**config.mk**
```make
export PLATFORM = sky130hd
export DESIGN_NAME = scalu_cell
export DESIGN_NICKNAME = d
export VERILOG_FILES = /design/src/rtl/scalu_pkg.sv /design/src/rtl/scalu_cell.sv
export SDC_FILE = /design/constraint.sdc
export NUM_CORES = 1
export LEC_CHECK = 0
export BUFFER_PORTS_ARGS = -buffer_cell sky130_fd_sc_hd__buf_2
export CELL_PAD_IN_SITES_DETAIL_PLACEMENT = 2
export CELL_PAD_IN_SITES_GLOBAL_PLACEMENT = 2
export CORE_MARGIN = 5
export CORE_UTILIZATION = 35
export DETAILED_ROUTE_END_ITERATION = 10
export PLACE_DENSITY_LB_ADDON = 0.15
export SETUP_SLACK_MARGIN = 0.1
export SLEW_MARGIN = 25
export SYNTH_ARGS = -nofsm -noshare
export SYNTH_HDL_FRONTEND = slang
export SYNTH_SLANG_ARGS = --single-unit
```
**constraint.sdc**
```tcl
create_clock -name clock -period 4.4 [get_ports clock]
set_input_delay 0 -clock clock [delete_from_list [all_inputs] [get_ports clock]]
set_output_delay 0 -clock clock [all_outputs]
set_load 0.02 [all_outputs]
```
**src/rtl/scalu_pkg.sv**
```systemverilog
`timescale 1ns / 1ps
// ----------------------------------------------------------------------------
// scalu_pkg: shared types and constants
// Operation and error codes, widths and the per-stage beat record.
// ----------------------------------------------------------------------------
package scalu_pkg;

   localparam int WIDTH = 32;
   localparam int NCELLS = WIDTH;

   typedef enum logic [1:0] {
      OP_ADD = 2'd0,
      OP_SUB = 2'd1,
      OP_MUL = 2'd2,
      OP_DIV = 2'd3
   } op_type;

   typedef enum logic [2:0] {
      ERR_NONE      = 3'd0,
      ERR_S_BELOW   = 3'd1,
      ERR_S_ABOVE   = 3'd2,
      ERR_S_DIVZERO = 3'd3,
      ERR_MIN_DIV_M1 = 3'd4,
      ERR_U_OVER    = 3'd5,
      ERR_U_UNDER   = 3'd6,
      ERR_U_DIVZERO = 3'd7
   } err_type;

   // Work carried along the cell chain. For divide, acc is the partial
   // remainder and quo the shifting dividend/quotient. For multiply, acc:quo
   // is the running product high:low.
   typedef struct packed {
      logic             valid;
      op_type           op;
      logic             sgn;
      logic             neg_res;
      logic             neg_rem;
      logic [WIDTH-1:0] acc;
      logic [WIDTH-1:0] quo;
      logic [WIDTH-1:0] mag_b;
      logic             done;
      logic [WIDTH-1:0] val;
      err_type          err;
   } beat_type;

endpackage

```
**src/rtl/scalu_cell.sv**
```systemverilog
`timescale 1ns / 1ps
// ----------------------------------------------------------------------------
// scalu_cell: one step of the multiply / divide chain
// Shift-add multiply step or restoring divide step, one bit per cell.
// ----------------------------------------------------------------------------
module scalu_cell
   import scalu_pkg::*;
(
   input  logic     clock,
   input  logic     reset,
   input  logic     advance,
   input  beat_type beat_i,
   output beat_type beat_o
);

   beat_type beat_ff, beat_in;
   logic [WIDTH:0] trial;
   logic [WIDTH:0] psum;

   always_comb begin
      beat_in = beat_i;
      trial = '0;
      psum = '0;
      if (!beat_i.done) begin
         if (beat_i.op == OP_DIV) begin
            trial = {beat_i.acc, beat_i.quo[WIDTH-1]} - {1'b0, beat_i.mag_b};
            if (!trial[WIDTH]) begin
               beat_in.acc = trial[WIDTH-1:0];
               beat_in.quo = {beat_i.quo[WIDTH-2:0], 1'b1};
            end else begin
               beat_in.acc = {beat_i.acc[WIDTH-2:0], beat_i.quo[WIDTH-1]};
               beat_in.quo = {beat_i.quo[WIDTH-2:0], 1'b0};
            end
         end else begin
            // quo holds the multiplier LSB first; acc the product high half
            psum = {1'b0, beat_i.acc} + (beat_i.quo[0] ? {1'b0, beat_i.val} : '0);
            beat_in.acc = psum[WIDTH:1];
            beat_in.quo = {psum[0], beat_i.quo[WIDTH-1:1]};
         end
      end
   end

   always_ff @(posedge clock) begin
      if (reset) begin
         beat_ff.valid <= 1'b0;
      end else if (advance) begin
         beat_ff.valid <= beat_in.valid;
      end
      if (advance) begin
         beat_ff.op      <= beat_in.op;
         beat_ff.sgn     <= beat_in.sgn;
         beat_ff.neg_res <= beat_in.neg_res;
         beat_ff.neg_rem <= beat_in.neg_rem;
         beat_ff.acc     <= beat_in.acc;
         beat_ff.quo     <= beat_in.quo;
         beat_ff.mag_b   <= beat_in.mag_b;
         beat_ff.done    <= beat_in.done;
         beat_ff.val     <= beat_in.val;
         beat_ff.err     <= beat_in.err;
      end
   end

   assign beat_o = beat_ff;

endmodule

```
### Word-level counts from Yosys, hierarchy flattened

Index checks and enable logic that the tools add are counted.
W data, S select, Z words.

* eq/ne operators: 1
* $add $sub $neg: 2
* muxes and demuxes: 4

Operator list (number)
* $mux W64: 3
* $add A32 B32 Y33: 1
* $sub A33 B32 Y33: 1
* $mux W32: 1
* $eq A2 B2 Y1 const B: 1

* bits of input ports: 141
* output and inout port bits: 138
* register bits: 138
* logic and storage cells: 18

### Logic depth before layout (Yosys ltp)

* depth in word-level cells: 4
* gate-level depth with buffers: 13
* depth with buffers taken out: 12

### Least setup slack after synthesis

Ideal clock, no wire load.

* path type: input to register
* start: in beat_i[68] (netlist bit)
* end: reg beat_ff (netlist bit beat_o[129]) (data pin)
* slack: 1553 ps
* required time: 4113 ps
* setup time: 287 ps
* buffers on the path: 1
* cell stages on the path: 13
* arrival: 2560 ps
* path through: clkbuf_1 > and2_1 > ha_1 > fa_1 > a21o_1 > a31oi_1 > o21ai_1 > a221o_1 > a31oi_4 > o21ai_2 > a31oi_1 > mux2i_1 > a221oi_2

RTL lines
* start: declaration: line scalu_cell.sv:12 `input beat_type beat_i,`
* end: declaration: line scalu_cell.sv:16 `beat_type beat_ff, beat_in;`

==> run metrics <==
# placed instances=1516; Mapped Area=9520 µm²; Post-Synthesis Cells=931; M1 WL=16.9 mm; IR drop worst, VDD=175 µV; max_slew headroom=0.308; endpoints failing setup=0; CTS Root Cell=clkbuf_16; PwrDens=345 nW/µm²; distinct cell type count after synthesis=75; NumNets Final=1533; WP data arrival=3.64 ns; sequential element share of the synthesized area=0.434; synth warn=0; CP Capture Type=flip-flop; minimum clock period after layout=3.52 ns; Vias/cell=5.55; Yosys reg bits=138; post-synthesis net count=1138; largest net degree at the start of global routing=66; aggregate global-route resource usage=0.267; vias in the first global route=10500; Setup CP Type=in2reg; total power=4.54 mW; GRT overflow=0; final worst-path cycle share=0.801; Max Cap Violations=0; DP HPWL=27.3 mm; Setup TNS Final=0 ns; routed wire length=42.0 mm; post-CTS setup buffers=0; dpl cell area=11200 µm²; PnR worst setup slack=0.876 ns; number of synthesized flops with an enable pin=137; clock skew=0 ns; Async SR Flop Fraction=0; Port Buffers=278; status=complete, but fails checks; non-filler cells, final=1681; RSZ-0062 raised after global routing=no; TritonCTS buffer count=17; final instance area=about 13000 µm²; DRC=0; Place WS=0.793 ns; cell row count=60; core area=26900 µm²; via count=9334; H-tree levels=4; clk sink count=138; Pins Over Slew Limit=0; Placer Congestion=0.853; DRT iter0 DRCs=592; chip width=roughly 170 µm; DR top layer=met5; Final Hold Fails=1; worst slew pin tran=1.03 ns; failing checks=hold timing; Pleak=around 6 nW; antenna viol nets, final=0; initial antenna violation count=1; full die area=about 30000 µm²; DR WL/cell=25.0 µm; CTS tree=yes; fraction of layout cells with a size suffix above 1=0.264; Met2 Routed Length=roughly 22 mm; Hold Path Class=in2reg; I/O pin count=279; Die Y=between 150 and 200 µm; flip-flop count of the largest register after layout=~140; Area growth, synth to finish=37.9%; first-pass GRT wire length=between 60 and 70 mm; First-pass DRT Iterations=5; top_reg_cell synth=edfxtp_1; Critical Path RT=4.52 ns; Clock Latency Late Sink=0.44 ns; Min Hold Slack=-0.00191 ns; FMAX=0.284 GHz; clk buf depth=2; WL met3=2.11 mm; initial core utilization=0.354; syn_area_per_cell=10.2 µm²; clock-pin slew of the registers on the worst-case setup and hold paths=roughly 0.07 ns; Final Util=0.489; critical path fanouts, max=10; CP Launch Type=primary input
## per-layer routing
layer | vias up | global-route usage
li1 | 4287 | -
met1 | 4654 | 0.316
met2 | 320 | 0.491
met3 | 71 | 0.0480
met4 | 2 | 0.0825
met5 | - | 0
## Yosys cell counts (2+ instances only)
master    instances  area, µm²
nor3_1           13       65.1
o31ai_4           2       42.5
a21o_1           31        233
a21oi_2           4       35.0
a211oi_1         10       75.1
o221ai_1          2       17.5
fa_1              2       40.0
buf_1             4       15.0
o21ai_2           3       26.3
a22oi_1          17        128
nand3_1          22        110
o311ai_0          3       26.3
o21a_1           18        135
and3_1            8       50.1
a31oi_1           6       37.5
or2_2             3       18.8
o211ai_1         12       90.1
xnor2_1          29        254
nand2_1          85        319
inv_1            49        184
a31o_2            3       26.3
a221oi_1          5       43.8
a211o_1           2       17.5
o21ai_1          12       60.1
nor2b_1           4       25.0
nand4_1           8       50.1
a21boi_0          6       45.0
o31a_1            2       17.5
o21bai_1          4       30.0
mux2i_1          55        551
and2_1           35        219
a21oi_1          58        290
a221oi_2          3       45.0
o22ai_1           4       25.0
ha_1             64        801
edfxtp_1        137       4110
buf_2             4       20.0
or3_1             2       12.5
xor2_1           22        193
a41oi_1           2       17.5
nor2_1           32        120
nand2b_1          6       37.5
o21ai_0          76        380
clkbuf_1         29        109
buf_6             3       33.8
## timing repair
action	in CTS	in global routing
hold endpoints to repair	121	0
resized for setup	0	0
hold buffers	132	0
## final timing paths
kind	startpoint	to	slack (ns)	cells past startpoint
setup / recovery	beat_i[99]	beat_o[130]	0.88	14
hold / removal	beat_i[118]	beat_o[118]	-0.002	3
setup reg to reg	beat_o[137]	beat_o[137]	3.25	3
hold reg to reg	beat_o[137]	beat_o[137]	1.06	3
## placed cells by master, fill, tap and decap left out, types with 7 or more instances in the layout
cell / count
and2_1: 35
buf_4: 8
nand2_1: 84
nor2_1: 32
xnor2_1: 29
clkbuf_16: 17
mux2i_1: 55
inv_1: 49
nor3_1: 13
nand3_1: 22
ha_1: 64
inv_8: 7
o21a_1: 18
o21ai_0: 76
a22oi_1: 17
buf_2: 277
a21o_1: 31
a211oi_1: 10
nand4_1: 8
and3_1: 8
o21ai_1: 12
edfxtp_1: 137
xor2_1: 22
dlygate4sd3_1: 132
a21oi_1: 57
o211ai_1: 12
## cells by family after synthesis
group | share of synthesized area
adder cells (fa/ha/maj) | 0.0883
flip-flops | 0.434
AND/OR/NAND/NOR | 0.114
multiplexers | 0.0578
buffers and inverters | 0.0397
AO/OA/AOI/OAI | 0.219
XOR/XNOR | 0.0469
## critical path, cell delays in order
cell and delay (ns):
dlygate4sd3_1 0.52, buf_2 0.17, inv_1 0.06, ha_1 0.22, fa_1 0.43, nand2b_1 0.20, a21o_1 0.21, a31o_2 0.24
nand3_2 0.20, a211oi_4 0.13, o21ai_2 0.62, a21oi_1 0.16, a211oi_1 0.34, a221oi_1 0.12
## area by class of cell
class / instances / area, µm²
fill: 2806 / 13700
inverter: 50 / 188
multi-input combinational: 701 / 5020
tap: 341 / 427
timing repair buffer: 418 / 2780
clock buffer: 17 / 425
clock inverter: 15 / 153
sequential: 138 / 4130
antenna: 1 / 2.50
## report_power, final
| group | leakage [nW] | total [mW] | internal (mW) | switching [mW] |
|---|---|---|---|---|
| registers | 1.35 | 1.64 | 1.59 | 0.0447 |
| clock network | 0.277 | 1.51 | 0.760 | 0.745 |
| logic | 4.31 | 1.39 | 0.534 | 0.860 |
Power figures use the tool's default switching activity.
