## config.mk

```make
export PLATFORM = sky130hd
export DESIGN_NAME = scalu_entry
export DESIGN_NICKNAME = d
export VERILOG_FILES = /design/src/rtl/scalu_pkg.sv /design/src/rtl/scalu_entry.sv
export SDC_FILE = /design/constraint.sdc
export NUM_CORES = 1
export LEC_CHECK = 0
export BUFFER_PORTS_ARGS = -buffer_cell sky130_fd_sc_hd__buf_2
export CAP_MARGIN = 30
export CORE_MARGIN = 2
export CORE_UTILIZATION = 55
export DETAILED_ROUTE_END_ITERATION = 16
export PLACE_DENSITY = 0.85
export SLEW_MARGIN = 15
export SYNTH_ARGS = -nofsm -noshare
export SYNTH_HDL_FRONTEND = slang
export SYNTH_SLANG_ARGS = --single-unit
```

## constraint.sdc

```tcl
create_clock -name vclk -period 4
set_input_delay 0.2 -clock vclk [all_inputs]
set_output_delay 0.2 -clock vclk [all_outputs]
set_load 0.01 [all_outputs]
```

## src/rtl/scalu_pkg.sv

```systemverilog
`timescale 1ns / 1ps
// ----------------------------------------------------------------------------
// scalu_pkg: shared types and constants
// Operation and error codes, widths and the per-stage beat record.
// ----------------------------------------------------------------------------
package scalu_pkg;

   localparam int WIDTH = 32;
   localparam int NCELLS = WIDTH;

   typedef enum logic [1:0] {
      OP_ADD = 2'd0,
      OP_SUB = 2'd1,
      OP_MUL = 2'd2,
      OP_DIV = 2'd3
   } op_type;

   typedef enum logic [2:0] {
      ERR_NONE      = 3'd0,
      ERR_S_BELOW   = 3'd1,
      ERR_S_ABOVE   = 3'd2,
      ERR_S_DIVZERO = 3'd3,
      ERR_MIN_DIV_M1 = 3'd4,
      ERR_U_OVER    = 3'd5,
      ERR_U_UNDER   = 3'd6,
      ERR_U_DIVZERO = 3'd7
   } err_type;

   // Work carried along the cell chain. For divide, acc is the partial
   // remainder and quo the shifting dividend/quotient. For multiply, acc:quo
   // is the running product high:low.
   typedef struct packed {
      logic             valid;
      op_type           op;
      logic             sgn;
      logic             neg_res;
      logic             neg_rem;
      logic [WIDTH-1:0] acc;
      logic [WIDTH-1:0] quo;
      logic [WIDTH-1:0] mag_b;
      logic             done;
      logic [WIDTH-1:0] val;
      err_type          err;
   } beat_type;

endpackage

```

## src/rtl/scalu_entry.sv

```systemverilog
`timescale 1ns / 1ps
// ----------------------------------------------------------------------------
// scalu_entry: operand decode and add/subtract
// Takes magnitudes, resolves add, subtract and divide special cases.
// ----------------------------------------------------------------------------
module scalu_entry
   import scalu_pkg::*;
(
   input  logic             valid,
   input  logic [1:0]       action,
   input  logic             is_signed,
   input  logic [WIDTH-1:0] operand_a,
   input  logic [WIDTH-1:0] operand_b,
   output beat_type         beat_o
);

   localparam logic [WIDTH-1:0] MINV = {1'b1, {(WIDTH-1){1'b0}}};
   localparam logic [WIDTH-1:0] MAXV = {1'b0, {(WIDTH-1){1'b1}}};

   logic na, nb;
   logic [WIDTH-1:0] ma, mb;
   logic [WIDTH:0] usum, udif;

   always_comb begin
      na = is_signed & operand_a[WIDTH-1];
      nb = is_signed & operand_b[WIDTH-1];
      ma = na ? (~operand_a + 1'b1) : operand_a;
      mb = nb ? (~operand_b + 1'b1) : operand_b;
      usum = {1'b0, operand_a} + {1'b0, operand_b};
      udif = {1'b0, operand_a} - {1'b0, operand_b};
      beat_o = '0;
      beat_o.valid = valid;
      beat_o.op = op_type'(action);
      beat_o.sgn = is_signed;
      beat_o.neg_res = na ^ nb;
      beat_o.neg_rem = na;
      beat_o.mag_b = mb;
      beat_o.err = ERR_NONE;
      case (op_type'(action))
         OP_ADD: begin
            beat_o.done = 1'b1;
            beat_o.val = usum[WIDTH-1:0];
            if (is_signed) begin
               if (na == nb && usum[WIDTH-1] != na) begin
                  beat_o.err = na ? ERR_S_BELOW : ERR_S_ABOVE;
                  beat_o.val = na ? MINV : MAXV;
               end
            end else if (usum[WIDTH]) begin
               beat_o.err = ERR_U_OVER;
               beat_o.val = '1;
            end
         end
         OP_SUB: begin
            beat_o.done = 1'b1;
            beat_o.val = udif[WIDTH-1:0];
            if (is_signed) begin
               if (na != nb && udif[WIDTH-1] != na) begin
                  beat_o.err = na ? ERR_S_BELOW : ERR_S_ABOVE;
                  beat_o.val = na ? MINV : MAXV;
               end
            end else if (udif[WIDTH]) begin
               beat_o.err = ERR_U_UNDER;
               beat_o.val = '0;
            end
         end
         OP_MUL: begin
            beat_o.val = ma;   // multiplicand
            beat_o.quo = mb;   // multiplier
         end
         default: begin
            beat_o.quo = ma;
            if (operand_b == '0) begin
               beat_o.done = 1'b1;
               beat_o.err = is_signed ? ERR_S_DIVZERO : ERR_U_DIVZERO;
            end else if (is_signed && operand_b == '1 && operand_a == MINV) begin
               beat_o.done = 1'b1;
               beat_o.err = ERR_MIN_DIV_M1;
               beat_o.val = MAXV;
            end
         end
      endcase
   end

endmodule

```

== Word-level counts from Yosys, hierarchy flattened ==
Cells that the tools add are included.

* Add/sub/neg operators: 4
* Equality and inequality tests: 8
* Muxes and demuxes: 19
* Bitwise gates (word level): 5
* Reduce and logical (&&, ||, !) cells: 7

{| class="wikitable"
|+ Operators with widths
! operator !! number
|-
| two-way mux 35 bit || 6
|-
| two-way mux 32 bit || 4
|-
| case mux 32 bit (3 select lines) || 1
|-
| adder 32 x 1 -> 32 bit, second input constant || 2
|-
| equality test 32 bit, second input constant || 2
|-
| inverter 32 bit || 2
|-
| case mux 32 bit (2 select lines) || 1
|-
| two-way mux 36 bit || 1
|-
| adder 32 x 32 -> 33 bit || 1
|-
| subtractor 32 x 32 -> 33 bit || 1
|-
| logical NOT 32 bit || 1
|-
| case mux 3 bit (3 select lines) || 1
|-
| two-way mux 3 bit || 2
|-
| logical AND 1 bit || 4
|-
| != test 1 bit || 3
|-
| AND 1 bit || 2
|-
| equality test 2 x 1 -> 1 bit, second input constant || 1
|-
| equality test 2 bit, second input constant || 1
|-
| logical NOT 2 bit || 1
|-
| two-way mux 2 bit || 1
|-
| case mux 1 bit (2 select lines) || 1
|-
| OR reduction 2 bit || 1
|-
| equality test 1 bit || 1
|-
| two-way mux 1 bit || 1
|-
| bitwise XOR 1 bit || 1
|}

* Bits in registers: 0
* Bits of input ports: 68
* Output and inout bits: 138
* Logic and storage cells: 43

== Longest topological paths before layout ==
* Depth in word-level cells: 6
* Depth in mapped cells: 15
* Gate-level depth less buffers: 13

== Worst setup path after synthesis ==
Ideal clock, no wire load.

* Kind: in2out
* Start: input operand_a[0]
* End: output beat_o[12] (netlist name)
* Arrival time: 2.847 ns
* Required time: 3.800 ns
* Slack: 0.953 ns
* Stages: 14
* Path buffers: 1
* Path through: inv_1 ha_1 fa_1 nand2b_1 a21o_1 a31oi_1 a31o_2 a31oi_1 o21ai_0 o311ai_1 nor2_1 clkbuf_1 o21ai_0 o2111ai_1

{| class="wikitable"
|+ RTL lines
! element !! line !! source
|-
| from (decl) || scalu_entry.sv:12 || <nowiki>input logic [WIDTH-1:0] operand_a,</nowiki>
|-
| to (decl) || scalu_entry.sv:14 || <nowiki>output beat_type beat_o</nowiki>
|}

==> metrics.csv <==
metric,value,unit
status,finished clean,
yosys.area_share.simple,24.09,%
finalMaxSlewViolations,0,
synth_top_family_by_area,compound AO/OA/AOI/OAI gates,
synth.cell_area,0.006626,mm^2
max_clock_freq,260.0,MHz
synthAdderAreaFrac,13.26,%
min_period_over_period,96.17,%
nets,1332,
cts_resized,0,
core,0.01186,mm^2
worst_pin_slew,0.8523,ns
routed_wl,27240,um
layout-drive-gt1-share,23.97,%
synth-seq-area-share,0,%
route.detailed.drc,0,
synthXorXnorAreaFrac,15.28,%
syn_inst,1006,
p_leak,3.889,nW
wl_per_cell,20.33,um
n_antenna_cell,0,
fin_setup_tns,0,ns
dieArea,0.01294,mm^2
cp_data_required_time,3.80,ns
whs_path_depth,0,
grt_remaining_overflow,0,
rows,40,
initialDrtViolationCount,848,
die_x,113.8,um
max-cap-violations,0,
grt_max_degree,48,
seq_cells,0,
holdWs,0.4000,ns
antenna_found_initial,0,
hp-class,input port to output port,
synth_top_area_cell,ha_1,
worstPathArrival,3.65,ns
powerDensity,171.9,mW/mm^2
hold_path_end,beat_o[137],
muxShareOfSynthArea,0.3021,%
die_y,113.8,um
timing.final.ws_setup,0.1534,ns
ios,206,
drtAntennaViolNets,0,
maxSlewHeadroom,43.18,%
hp-start,valid,
grt_pass1_vias,7948,
grt_usage,39.82,%
post-cts-setup-buffers,0,
stdcell_area,0.007896,mm^2
path_class,input port to output port,
cp-end-kind,output port,
multi_input_area,0.005913,mm^2
via_per_inst,6.380,
ys_warn_count,0,
synthToLayoutAreaGrowth,19.17,%
gp_congestion,1.026,
placed_cells,1340,
grt_pass1_wl,41140,um
num_vias,8549,
regArea,0,um^2
rsz0062_at_grt,false,
vdd_drop_max,0.00009427,V
synth-compound-area-share,34.50,%
synth_top_cell_area_share,12.65,%
cp-start-kind,input port,
fill_cells,1132,
min_period,3.847,ns
synth_cell_types,83,
dp_hpwl,22230,um
crit_fanout,14,
stdcell_count,1340,
startpoint,operand_b[24],
start_util,55.86,%
io_buffers,172,
firstDrtPassIters,5,
hold_violations,0,
cts_hold_buf,0,
clock_buffers,0,
place_ws,0.2290,ns
setup_viol,0,
netlist_top_cells_area,"ha_1, xnor2_1, nand2_1",
syn_area_per_cell,6.587,um^2
placed_area,0.007896,mm^2
## through the flow
step	utilization, %	power, mW
after detailed placement	66.57	1.322
final	66.57	1.358
after floorplan	-	0.8680
after global placement	66.45	1.320
after CTS	66.57	1.331
after global routing	66.57	1.458
## cell usage after synthesis (3+ instances only)
cell type and n:
a2111oi_0 4, a211oi_1 4, a21boi_0 4, a21o_1 11, a21oi_1 68, a221oi_1 8, a31oi_1 13, and2_1 11
and3_1 4, buf_2 20, buf_4 43, clkbuf_1 38, ha_1 67, inv_1 64, nand2_1 98, nand2b_1 7
nand3_1 25, nand4_1 18, nor2_1 88, nor2b_1 13, nor3_1 25, nor3b_1 3, nor4_1 16, o2111ai_1 12
o211a_1 31, o211ai_1 10, o21a_1 6, o21ai_0 58, o21ai_1 4, o21bai_1 11, o221ai_1 3, o22ai_1 4
o31ai_1 19, o41ai_1 7, or3_1 5, or4_1 5, xnor2_1 85, xor2_1 28
## worst max-delay path by stage
| stage | to | slack, ns |
|---|---|---|
| finish | beat_o[9] | 0.15 |
| global route | beat_o[27] | 0.02 |
| CTS | beat_o[27] | 0.21 |
| detailed placement | beat_o[27] | 0.23 |
| global placement | beat_o[12] | 0.09 |
| floorplan | beat_o[12] | 0.95 |
## cells by family after synthesis
family                     after synthesis
buffers and inverters                  170
and+or+nand+nor                        333
xor gates and xnor gates               114
muxes                                    2
other                                    1
adders and majority gates               69
AOI/OAI and AO/OA                      317
## power breakdown
part           internal [mW]  switching, mW
clock                      0              0
sequential                 0              0
combinational          0.552          0.805
## worst max-delay path: stages
cell       delay, ns
buf_2           0.19
inv_1           0.06
ha_1            0.36
buf_4           0.20
a211oi_1        0.21
o21bai_1        0.12
a2111oi_0       0.49
o221ai_1        0.21
a21oi_2         0.21
xnor3_1         0.25
and2_1          0.31
buf_12          0.22
o21ai_0         0.29
o2111ai_1       0.16
buf_2           0.16
## per-layer routing
layer | track usage [%] | up-vias | routed length, um
met3 | 3.985 | 105 | 2418
met2 | 66.63 | 542 | 12410
met4 | 18.54 | 0 | 1438
li1 | - | 3942 | -
met1 | 51.63 | 3960 | 10970
met5 | 0 | - | 0
## cells in the final DEF, fill, tap and decap left out, types with 3 or more instances in the layout
master     netlist  layout
a21oi_1         68      68
nand3_1         25      25
nor4_1          16      16
nand2b_1         7       7
and3_1           4       4
o211a_1         31      31
xor2_1          28      28
o31ai_1         19      19
buf_2           20     172
o22ai_1          4       4
a221oi_1         8       8
nand4_1         18      18
nor2_1          88      88
a21boi_0         4       4
o21ai_1          4       4
a21o_1          11      11
or4_1            5       5
ha_1            67      67
and2_1          11      11
nor3b_1          3       3
conb_1           1      32
xnor2_1         85      85
or3_1            5       5
nor2b_1         13      13
a2111oi_0        4       4
buf_4           43      83
o21ai_0         58      58
o211ai_1        10      10
a211oi_1         4       4
o21a_1           6       6
nor3_1          25      25
o21bai_1        11      11
nand2_1         98      98
o41ai_1          7       7
inv_1           64      64
o2111ai_1       12      12
o221ai_1         3       3
a31oi_1         13      13
## final cells by class
class                           instances  area share [%]
Inverter                               68           3.296
Multi-Input combinational cell        867           74.89
Tap cell                              147           2.329
Timing Repair Buffer                  258           19.49
(Power assumes the default switching activity.)
